===== src/hw/rtl/spq_pkg.sv =====
// ----------------------------------------------------------------------------
// spq_pkg
// Shared types and constants of the sorted priority queue: field widths,
// status and mode codes, sequencer states and the result bundle.
// ----------------------------------------------------------------------------
`default_nettype none

package spq_pkg;

  // field widths fixed by the interface
  localparam int DATA_W = 32;
  localparam int CAP_W  = 5;
  localparam int STAT_W = 2;
  localparam int OCC_W  = 5;

  // default store depth and capacity after reset
  localparam int DEPTH_DEF = 16;
  localparam logic [CAP_W-1:0] CAP_RESET = 5'd16;

  // item modes
  localparam logic MODE_INSERT = 1'b0;
  localparam logic MODE_REMOVE = 1'b1;

  // result status codes
  typedef enum logic [STAT_W-1:0] {
    ST_OK    = 2'd0,
    ST_FULL  = 2'd1,
    ST_EMPTY = 2'd2
  } status_t;

  // sequencer states
  typedef enum logic [2:0] {
    S_IDLE,
    S_INS_CMP,
    S_INS_PUT,
    S_RM_HEAD,
    S_RM_SHIFT,
    S_DONE
  } spq_state_t;

  // one finished result, sequencer to output stage
  typedef struct packed {
    logic [DATA_W-1:0] removed_value;
    status_t           status;
    logic [OCC_W-1:0]  occupancy;
  } spq_res_t;

endpackage

`default_nettype wire


===== src/hw/rtl/spq_ram.sv =====
// ----------------------------------------------------------------------------
// spq_ram
// Generic single-write, single-read RAM with registered read data.
// ----------------------------------------------------------------------------
`default_nettype none

module spq_ram #(
  parameter int WIDTH = 32,
  parameter int DEPTH = 16
) (
  input  wire logic                     clk,
  input  wire logic                     we,
  input  wire logic [$clog2(DEPTH)-1:0] waddr,
  input  wire logic [WIDTH-1:0]         wdata,
  input  wire logic [$clog2(DEPTH)-1:0] raddr,
  output logic      [WIDTH-1:0]         rdata
);

  logic [WIDTH-1:0] mem [DEPTH];

  // write port
  always_ff @(posedge clk) begin
    if (we) begin
      mem[waddr] <= wdata;
    end
  end

  // registered read port
  always_ff @(posedge clk) begin
    rdata <= mem[raddr];
  end

endmodule

`default_nettype wire


===== src/hw/rtl/spq_seq.sv =====
// ----------------------------------------------------------------------------
// spq_seq
// Sequencer of the queue: walks the sorted store one entry per cycle through
// a single signed compare, shifting entries down on insert and up on remove.
// ----------------------------------------------------------------------------
`default_nettype none

module spq_seq
  import spq_pkg::*;
#(
  parameter int DEPTH = DEPTH_DEF
) (
  input  wire logic                     clk,
  input  wire logic                     rst_n,
  // item side
  input  wire logic                     in_valid,
  output logic                          in_ready,
  input  wire logic                     in_mode,
  input  wire logic [DATA_W-1:0]        in_value,
  input  wire logic [CAP_W-1:0]         capacity,
  // result side
  input  wire logic                     out_free,
  output logic                          res_valid,
  output spq_res_t                      res,
  // store port
  output logic                          ram_we,
  output logic      [$clog2(DEPTH)-1:0] ram_waddr,
  output logic      [DATA_W-1:0]        ram_wdata,
  output logic      [$clog2(DEPTH)-1:0] ram_raddr,
  input  wire logic [DATA_W-1:0]        ram_rdata
);

  localparam int AW    = $clog2(DEPTH);
  localparam int CNT_W = $clog2(DEPTH + 1);
  localparam int CMP_W = (CNT_W > CAP_W) ? CNT_W : CAP_W;

  spq_state_t        state_r, state_nxt;
  logic [CNT_W-1:0]  cnt_r, cnt_nxt;
  logic [AW-1:0]     idx_r, idx_nxt;
  logic [DATA_W-1:0] val_r, val_nxt;
  logic [DATA_W-1:0] removed_r, removed_nxt;
  status_t           status_r, status_nxt;

  logic [CMP_W-1:0]  cnt_ext;
  logic [CMP_W-1:0]  cap_ext;
  logic [CNT_W-1:0]  idx_ext;
  logic              full;
  logic              le_hit;
  logic              more_shift;

  // full when count reaches capacity or the store depth
  assign cnt_ext = CMP_W'(cnt_r);
  assign cap_ext = CMP_W'(capacity);
  assign full    = (cnt_ext >= cap_ext) || (cnt_r == CNT_W'(DEPTH));

  // shared signed compare: stored entry not above the new value
  assign le_hit = $signed(ram_rdata) <= $signed(val_r);

  // remove walk still has entries behind the current one
  assign idx_ext    = CNT_W'(idx_r);
  assign more_shift = (idx_ext + CNT_W'(1)) < cnt_r;

  // next state
  always_comb begin
    state_nxt = state_r;
    unique case (state_r)
      S_IDLE: begin
        if (in_valid) begin
          if (in_mode == MODE_INSERT) begin
            if (full) begin
              state_nxt = S_DONE;
            end else if (cnt_r == '0) begin
              state_nxt = S_INS_PUT;
            end else begin
              state_nxt = S_INS_CMP;
            end
          end else begin
            if (cnt_r == '0) begin
              state_nxt = S_DONE;
            end else begin
              state_nxt = S_RM_HEAD;
            end
          end
        end
      end
      S_INS_CMP: begin
        if (!(le_hit && (idx_r != AW'(1)))) begin
          state_nxt = S_INS_PUT;
        end
      end
      S_INS_PUT: begin
        state_nxt = S_DONE;
      end
      S_RM_HEAD: begin
        if (cnt_r == CNT_W'(1)) begin
          state_nxt = S_DONE;
        end else begin
          state_nxt = S_RM_SHIFT;
        end
      end
      S_RM_SHIFT: begin
        if (!more_shift) begin
          state_nxt = S_DONE;
        end
      end
      S_DONE: begin
        if (out_free) begin
          state_nxt = S_IDLE;
        end
      end
      default: begin
        state_nxt = S_IDLE;
      end
    endcase
  end

  // datapath and store control
  always_comb begin
    ram_we      = 1'b0;
    ram_waddr   = idx_r;
    ram_wdata   = val_r;
    ram_raddr   = '0;
    cnt_nxt     = cnt_r;
    idx_nxt     = idx_r;
    val_nxt     = val_r;
    removed_nxt = removed_r;
    status_nxt  = status_r;
    unique case (state_r)
      S_IDLE: begin
        if (in_valid) begin
          val_nxt     = in_value;
          removed_nxt = '0;
          status_nxt  = ST_OK;
          if (in_mode == MODE_INSERT) begin
            if (full) begin
              status_nxt = ST_FULL;
            end else begin
              // start at the tail, read the last entry
              idx_nxt   = cnt_r[AW-1:0];
              ram_raddr = cnt_r[AW-1:0] - AW'(1);
            end
          end else begin
            if (cnt_r == '0) begin
              status_nxt = ST_EMPTY;
            end
          end
        end
      end
      S_INS_CMP: begin
        // move a smaller or equal entry one slot back
        if (le_hit) begin
          ram_we    = 1'b1;
          ram_waddr = idx_r;
          ram_wdata = ram_rdata;
          idx_nxt   = idx_r - AW'(1);
          ram_raddr = idx_r - AW'(2);
        end
      end
      S_INS_PUT: begin
        ram_we    = 1'b1;
        ram_waddr = idx_r;
        ram_wdata = val_r;
        cnt_nxt   = cnt_r + CNT_W'(1);
      end
      S_RM_HEAD: begin
        removed_nxt = ram_rdata;
        if (cnt_r == CNT_W'(1)) begin
          cnt_nxt = cnt_r - CNT_W'(1);
        end else begin
          ram_raddr = AW'(1);
          idx_nxt   = AW'(1);
        end
      end
      S_RM_SHIFT: begin
        // move each entry one slot forward
        ram_we    = 1'b1;
        ram_waddr = idx_r - AW'(1);
        ram_wdata = ram_rdata;
        if (more_shift) begin
          ram_raddr = idx_r + AW'(1);
          idx_nxt   = idx_r + AW'(1);
        end else begin
          cnt_nxt = cnt_r - CNT_W'(1);
        end
      end
      S_DONE: begin
      end
      default: begin
      end
    endcase
  end

  // handshake and result
  assign in_ready          = (state_r == S_IDLE);
  assign res_valid         = (state_r == S_DONE);
  assign res.removed_value = removed_r;
  assign res.status        = status_r;
  assign res.occupancy     = cnt_ext[OCC_W-1:0];

  // control registers
  always_ff @(posedge clk) begin
    if (!rst_n) begin
      state_r <= S_IDLE;
      cnt_r   <= '0;
    end else begin
      state_r <= state_nxt;
      cnt_r   <= cnt_nxt;
    end
  end

  // payload registers
  always_ff @(posedge clk) begin
    idx_r     <= idx_nxt;
    val_r     <= val_nxt;
    removed_r <= removed_nxt;
    status_r  <= status_nxt;
  end

endmodule

`default_nettype wire


===== src/hw/rtl/sorted_priority_queue_unit.sv =====
// ----------------------------------------------------------------------------
// sorted_priority_queue_unit
// Bounded max-priority queue of signed 32-bit values kept sorted in a RAM.
//
// Usage: an input transfer (in_valid & in_ready) carries in_mode and
// in_value. Insert (mode 0) places the value ahead of all smaller or equal
// entries, so equal values leave last in, first out; it is refused with full
// status once the count reaches cfg capacity (or DEPTH). Remove (mode 1)
// returns the largest entry, or empty status with value 0. Each item gives
// one result transfer (out_valid & out_ready) with status and occupancy.
// Operation: the sequencer moves one entry per cycle through the single RAM
// read and write port. An insert walks from the tail, shifting smaller or
// equal entries back until its slot is found, then writes the value; a
// remove reads the head and shifts the rest forward; refused items go to the result.
// in_ready returns in the same cycle the result is loaded, so a new item is
// taken only once the previous one is finished. A result waiting on a stalled
// receiver sits in the output register; the sequencer then holds its next
// result until it frees.
// Reset empties the queue and sets capacity to 16; the store is not cleared.
// cfg_wr_en writes capacity at once and is meant for idle periods only.
// ----------------------------------------------------------------------------
`default_nettype none

module sorted_priority_queue_unit
  import spq_pkg::*;
#(
  parameter int DEPTH = DEPTH_DEF
) (
  input  wire logic              clk,
  input  wire logic              rst_n,
  // configuration
  input  wire logic              cfg_wr_en,
  input  wire logic [CAP_W-1:0]  cfg_wr_data,
  // input channel
  input  wire logic              in_valid,
  output logic                   in_ready,
  input  wire logic              in_mode,
  input  wire logic [DATA_W-1:0] in_value,
  // result channel
  output logic                   out_valid,
  input  wire logic              out_ready,
  output logic      [DATA_W-1:0] out_removed_value,
  output logic      [STAT_W-1:0] out_status,
  output logic      [OCC_W-1:0]  out_occupancy
);

  localparam int AW = $clog2(DEPTH);

  logic [CAP_W-1:0]  cap_r;
  logic              out_valid_r;
  spq_res_t          out_res_r;
  logic              out_free;
  logic              res_valid;
  spq_res_t          res;
  logic              ram_we;
  logic [AW-1:0]     ram_waddr;
  logic [DATA_W-1:0] ram_wdata;
  logic [AW-1:0]     ram_raddr;
  logic [DATA_W-1:0] ram_rdata;

  // capacity register
  always_ff @(posedge clk) begin
    if (!rst_n) begin
      cap_r <= CAP_RESET;
    end else if (cfg_wr_en) begin
      cap_r <= cfg_wr_data;
    end
  end

  // sequencer
  spq_seq #(
    .DEPTH (DEPTH)
  ) u_seq (
    .clk       (clk),
    .rst_n     (rst_n),
    .in_valid  (in_valid),
    .in_ready  (in_ready),
    .in_mode   (in_mode),
    .in_value  (in_value),
    .capacity  (cap_r),
    .out_free  (out_free),
    .res_valid (res_valid),
    .res       (res),
    .ram_we    (ram_we),
    .ram_waddr (ram_waddr),
    .ram_wdata (ram_wdata),
    .ram_raddr (ram_raddr),
    .ram_rdata (ram_rdata)
  );

  // sorted entry store
  spq_ram #(
    .WIDTH (DATA_W),
    .DEPTH (DEPTH)
  ) u_store (
    .clk   (clk),
    .we    (ram_we),
    .waddr (ram_waddr),
    .wdata (ram_wdata),
    .raddr (ram_raddr),
    .rdata (ram_rdata)
  );

  // output register, free when empty or being drained
  assign out_free = !out_valid_r || out_ready;

  always_ff @(posedge clk) begin
    if (!rst_n) begin
      out_valid_r <= 1'b0;
    end else if (out_free) begin
      out_valid_r <= res_valid;
    end
  end

  always_ff @(posedge clk) begin
    if (res_valid && out_free) begin
      out_res_r <= res;
    end
  end

  assign out_valid         = out_valid_r;
  assign out_removed_value = out_res_r.removed_value;
  assign out_status        = out_res_r.status;
  assign out_occupancy     = out_res_r.occupancy;

endmodule

`default_nettype wire


===== config.mk =====
export PLATFORM = sky130hd
export DESIGN_NAME = sorted_priority_queue_unit
export DESIGN_NICKNAME = d
export VERILOG_FILES = /design/src/hw/rtl/spq_pkg.sv /design/src/hw/rtl/spq_ram.sv /design/src/hw/rtl/spq_seq.sv /design/src/hw/rtl/sorted_priority_queue_unit.sv
export SDC_FILE = /design/constraint.sdc
export NUM_CORES = 1
export LEC_CHECK = 0
export ABC_AREA = 1
export BUFFER_PORTS_ARGS = -buffer_cell sky130_fd_sc_hd__buf_2
export CAP_MARGIN = 20
export CORE_AREA = 2 2 204 257
export CTS_CLUSTER_DIAMETER = 60
export DETAILED_ROUTE_END_ITERATION = 16
export DIE_AREA = 0 0 206 259
export GPL_ROUTABILITY_DRIVEN = 0
export GPL_TIMING_DRIVEN = 0
export PLACE_DENSITY = 0.76
export SYNTH_ARGS = -nofsm -noshare
export SYNTH_HDL_FRONTEND = slang
export SYNTH_SLANG_ARGS = --single-unit

===== constraint.sdc =====
create_clock -name clk -period 4.35 [get_ports clk]
set_clock_uncertainty 0.1 [all_clocks]
set_input_delay 0.435 -clock clk [delete_from_list [all_inputs] [get_ports clk]]
set_output_delay 0.435 -clock clk [all_outputs]
set_load 0.1 [all_outputs]

==> results.json <==
{
  "status": "finished clean",
  "grt_pass1_vias": 21500,
  "rsz0062_at_grt": "false",
  "synth_nets": 2787,
  "pre_cts_ws_ns": 0.281,
  "critPathMaxStageDelay_ns": 0.87,
  "tritoncts": "yes",
  "cp.required_ns": 4.72,
  "dieArea_sq_um": 53400,
  "avgViaCountPerCell": 5.81,
  "ant_nets": 0,
  "fin_crit_ns": 4.27,
  "wl_mm": 78.6,
  "start_util": 0.574,
  "fin_crit_sh": 0.981,
  "stdcell_count": 3628,
  "route.detailed.drc": 0,
  "num_rows": 93,
  "leakagePower_uw": 0.0138,
  "grt_pass1_wl_mm": 117,
  "finalPower_uw": 26800,
  "r2r_slack_ns": 0.08,
  "antenna_found_initial": 3,
  "syn_avg_cell_area_sq_um": 10.9,
  "die_y_um": 259,
  "grt_start_max_net_pins": 36,
  "worstPathMaxFanout": 10,
  "clock_latency_ns": 0.63,
  "postLayoutCellArea_sq_um": 33400,
  "synth_cell_type_count": 44,
  "synth-edff-count": 621,
  "yosys.area.top_type_share": 0.637,
  "root_buffer": "clkbuf_16",
  "maxCapViolCount": 0,
  "path_cells": "inv_1, ha_1, a21oi_1, o21ai_0, nand2_1, nand2_1, a21oi_1, nand2_1, nand2_1, nand3_2, nand2_2, nand2_1, clkbuf_1, o21ai_1, buf_6",
  "clk_pin_slew_ns": 0.06,
  "track_usage": 0.294,
  "max_freq_ghz": 0.234,
  "worstMarginPinSlew_ns": 1.07,
  "final_nets": 3015,
  "end_kind": "flip-flop",
  "slew_violations": 0,
  "diodes": 0,
  "cts_buffers": 59,
  "fin_tns_setup_ns": 0,
  "hold_viol": 0,
  "synth-seq-cells": 667,
  "cts.sinks": 667,
  "yosysSeqAreaShare": 0.669,
  "htreeDepth": 2,
  "vias": 21100,
  "synth-async-reset-ratio": 0,
  "die_w_um": 206,
  "yosys.area.top_type": "edfxtp_1",
  "relSlewSlack": 0.283,
  "io_pins": 84,
  "portBuffers": 83,
  "netlist_area_sq_um": 29300,
  "slowest_stage": "o21ai_1",
  "cp_data_arrival_time_ns": 4.64,
  "yosys_warnings": 0,
  "dpl_cell_area_sq_um": 31300,
  "path_class": "reg -> reg",
  "synthTopCellsByCount": "edfxtp_1 (621), nand3_1 (593), inv_1 (462)",
  "drt-initial-drc-count": 2752,
  "timing.critical_path.mode_cell": "nand2_1",
  "layout_setup_ws_ns": 0.0807,
  "setup_viol": 0,
  "synth_most_common_cell": "edfxtp_1",
  "hold_path.class": "in -> reg",
  "area_growth_pct": 14.2,
  "synth_area_leaders": "edfxtp_1 (64%), nand3_1 (10%), inv_1 (5.9%)",
  "drive_gt1_frac": 0.124,
  "firstDrtPassIters": 7,
  "synth_cells": 2693,
  "p_per_area_nw_per_um2": 804,
  "peakVddDrop_mv": 0.443,
  "core_area_sq_um": 51000,
  "clockBufferDepth": 3,
  "cts_setup_buffers": 0,
  "place_inst": 3488,
  "cp-start-kind": "flip-flop",
  "wl_per_cell_um": 21.7,
  "synth_top_flop_cell": "edfxtp_1",
  "hpwl_mm": 56.4,
  "grt_overflow": 0
}
-- state kept, by name (all words and copies together), names as in the netlist, 3 cells and up --
register,flops
u_store.rdata,32
cap_r,5
out_removed_value,32
u_seq.removed_r,32
u_store.mem,512
u_seq.val_r,32
u_seq.idx_r,4
out_occupancy,5
u_seq.state_r,3
u_seq.cnt_ext,5
-- worst paths after layout --
check                      start               endpoint  cells past startpoint
min reg2reg  u_seq.removed_r[18]  out_removed_value[18]                      0
min               cfg_wr_data[1]               cap_r[1]                      3
max              u_seq.val_r[27]     u_store.mem[12][7]                     15
max reg2reg      u_seq.val_r[27]     u_store.mem[12][7]                     15
-- routing by layer --
metal | global-route usage | wire, um
met1 | 0.331 | 26600
met2 | 0.529 | 40100
met3 | 0.0385 | 6930
met4 | 0.176 | 4950
met5 | 0 | 18
-- per-stage QoR --
stage	hold WS [ns]	utilization
3_5_place_dp	0.305	0.614
3_3_place_gp	0.300	0.598
5_1_grt	0.0368	0.655
2_1_floorplan	0.300	-
6_report	0.0254	0.655
4_1_cts	0.0160	0.655
-- power by group --
part | internal (uW) | leakage, uW | total (uW) | switching (uW)
logic | 3470 | 0.00693 | 12500 | 9000
registers | 9140 | 0.00604 | 9540 | 396
clock network | 2550 | 0.000843 | 4820 | 2270
total | 15200 | 0.0138 | 26800 | 11700
-- logic make-up (layout without fill, tap and decap cells) --
| group | after synthesis | after routing | share of synthesized area |
|---|---|---|---|
| adder cells (fa/ha/maj) | 51 | 51 | 0.0218 |
| multiplexers | 1 | 1 | 0.000385 |
| buffers and inverters | 612 | 882 | 0.0859 |
| AND/OR/NAND/NOR | 1247 | 1247 | 0.200 |
| XOR/XNOR | 7 | 7 | 0.00210 |
| flip-flops | 667 | 667 | 0.669 |
| AO/OA/AOI/OAI | 108 | 108 | 0.0205 |
-- area by class of cell --
class	count	area, sq um
sequential	667	19600
tap	665	832
clock inverter	28	180
clock buffer	75	1540
fill	3517	17600
timing repair buffer	167	1450
inverter	469	1760
multi-input combinational	1414	7310
buffer	143	753
-- critical path: cells and delay by family, from the launching register on --
| kind | cells | cell delay, ns |
|---|---|---|
| buffers and inverters | 3 | 0.78 |
| DFF | 1 | 0.37 |
| and+or+nand+nor | 7 | 1.08 |
| adders and majority gates | 1 | 0.28 |
| AOI/OAI and AO/OA | 4 | 1.51 |
-- layout by cell type, fill, tap and decap left out, types with 3 or more instances in the layout --
master and instances:
buf_4 26, ha_1 51, clkbuf_16 59, nor3_1 4, a211oi_1 3, nand3_1 593
buf_12 8, inv_2 5, nor2_4 19, nand2_1 456, inv_1 462, a21oi_1 32
xor2_1 4, buf_1 3, buf_6 17, nand4_1 5, o21a_1 4, dfxtp_1 46
buf_2 195, o21ai_1 27, nand3b_1 96, clkbuf_2 3, dlygate4sd3_1 36, clkinv_1 17
nor2_1 62, xnor2_1 3, clkbuf_1 29, clkinv_2 9, edfxtp_1 621, buf_16 9
o221ai_1 3, o21ai_0 28, nand2_2 3
-- repair_timing --
action / 4_1_cts / 5_1_grt
gates resized for setup: 0 / 2
hold buffers: 36 / 0
setup endpoints to repair: 0 / 20
hold endpoints to repair: 34 / 0
Note: power is estimated with default switching activity, not from simulation.
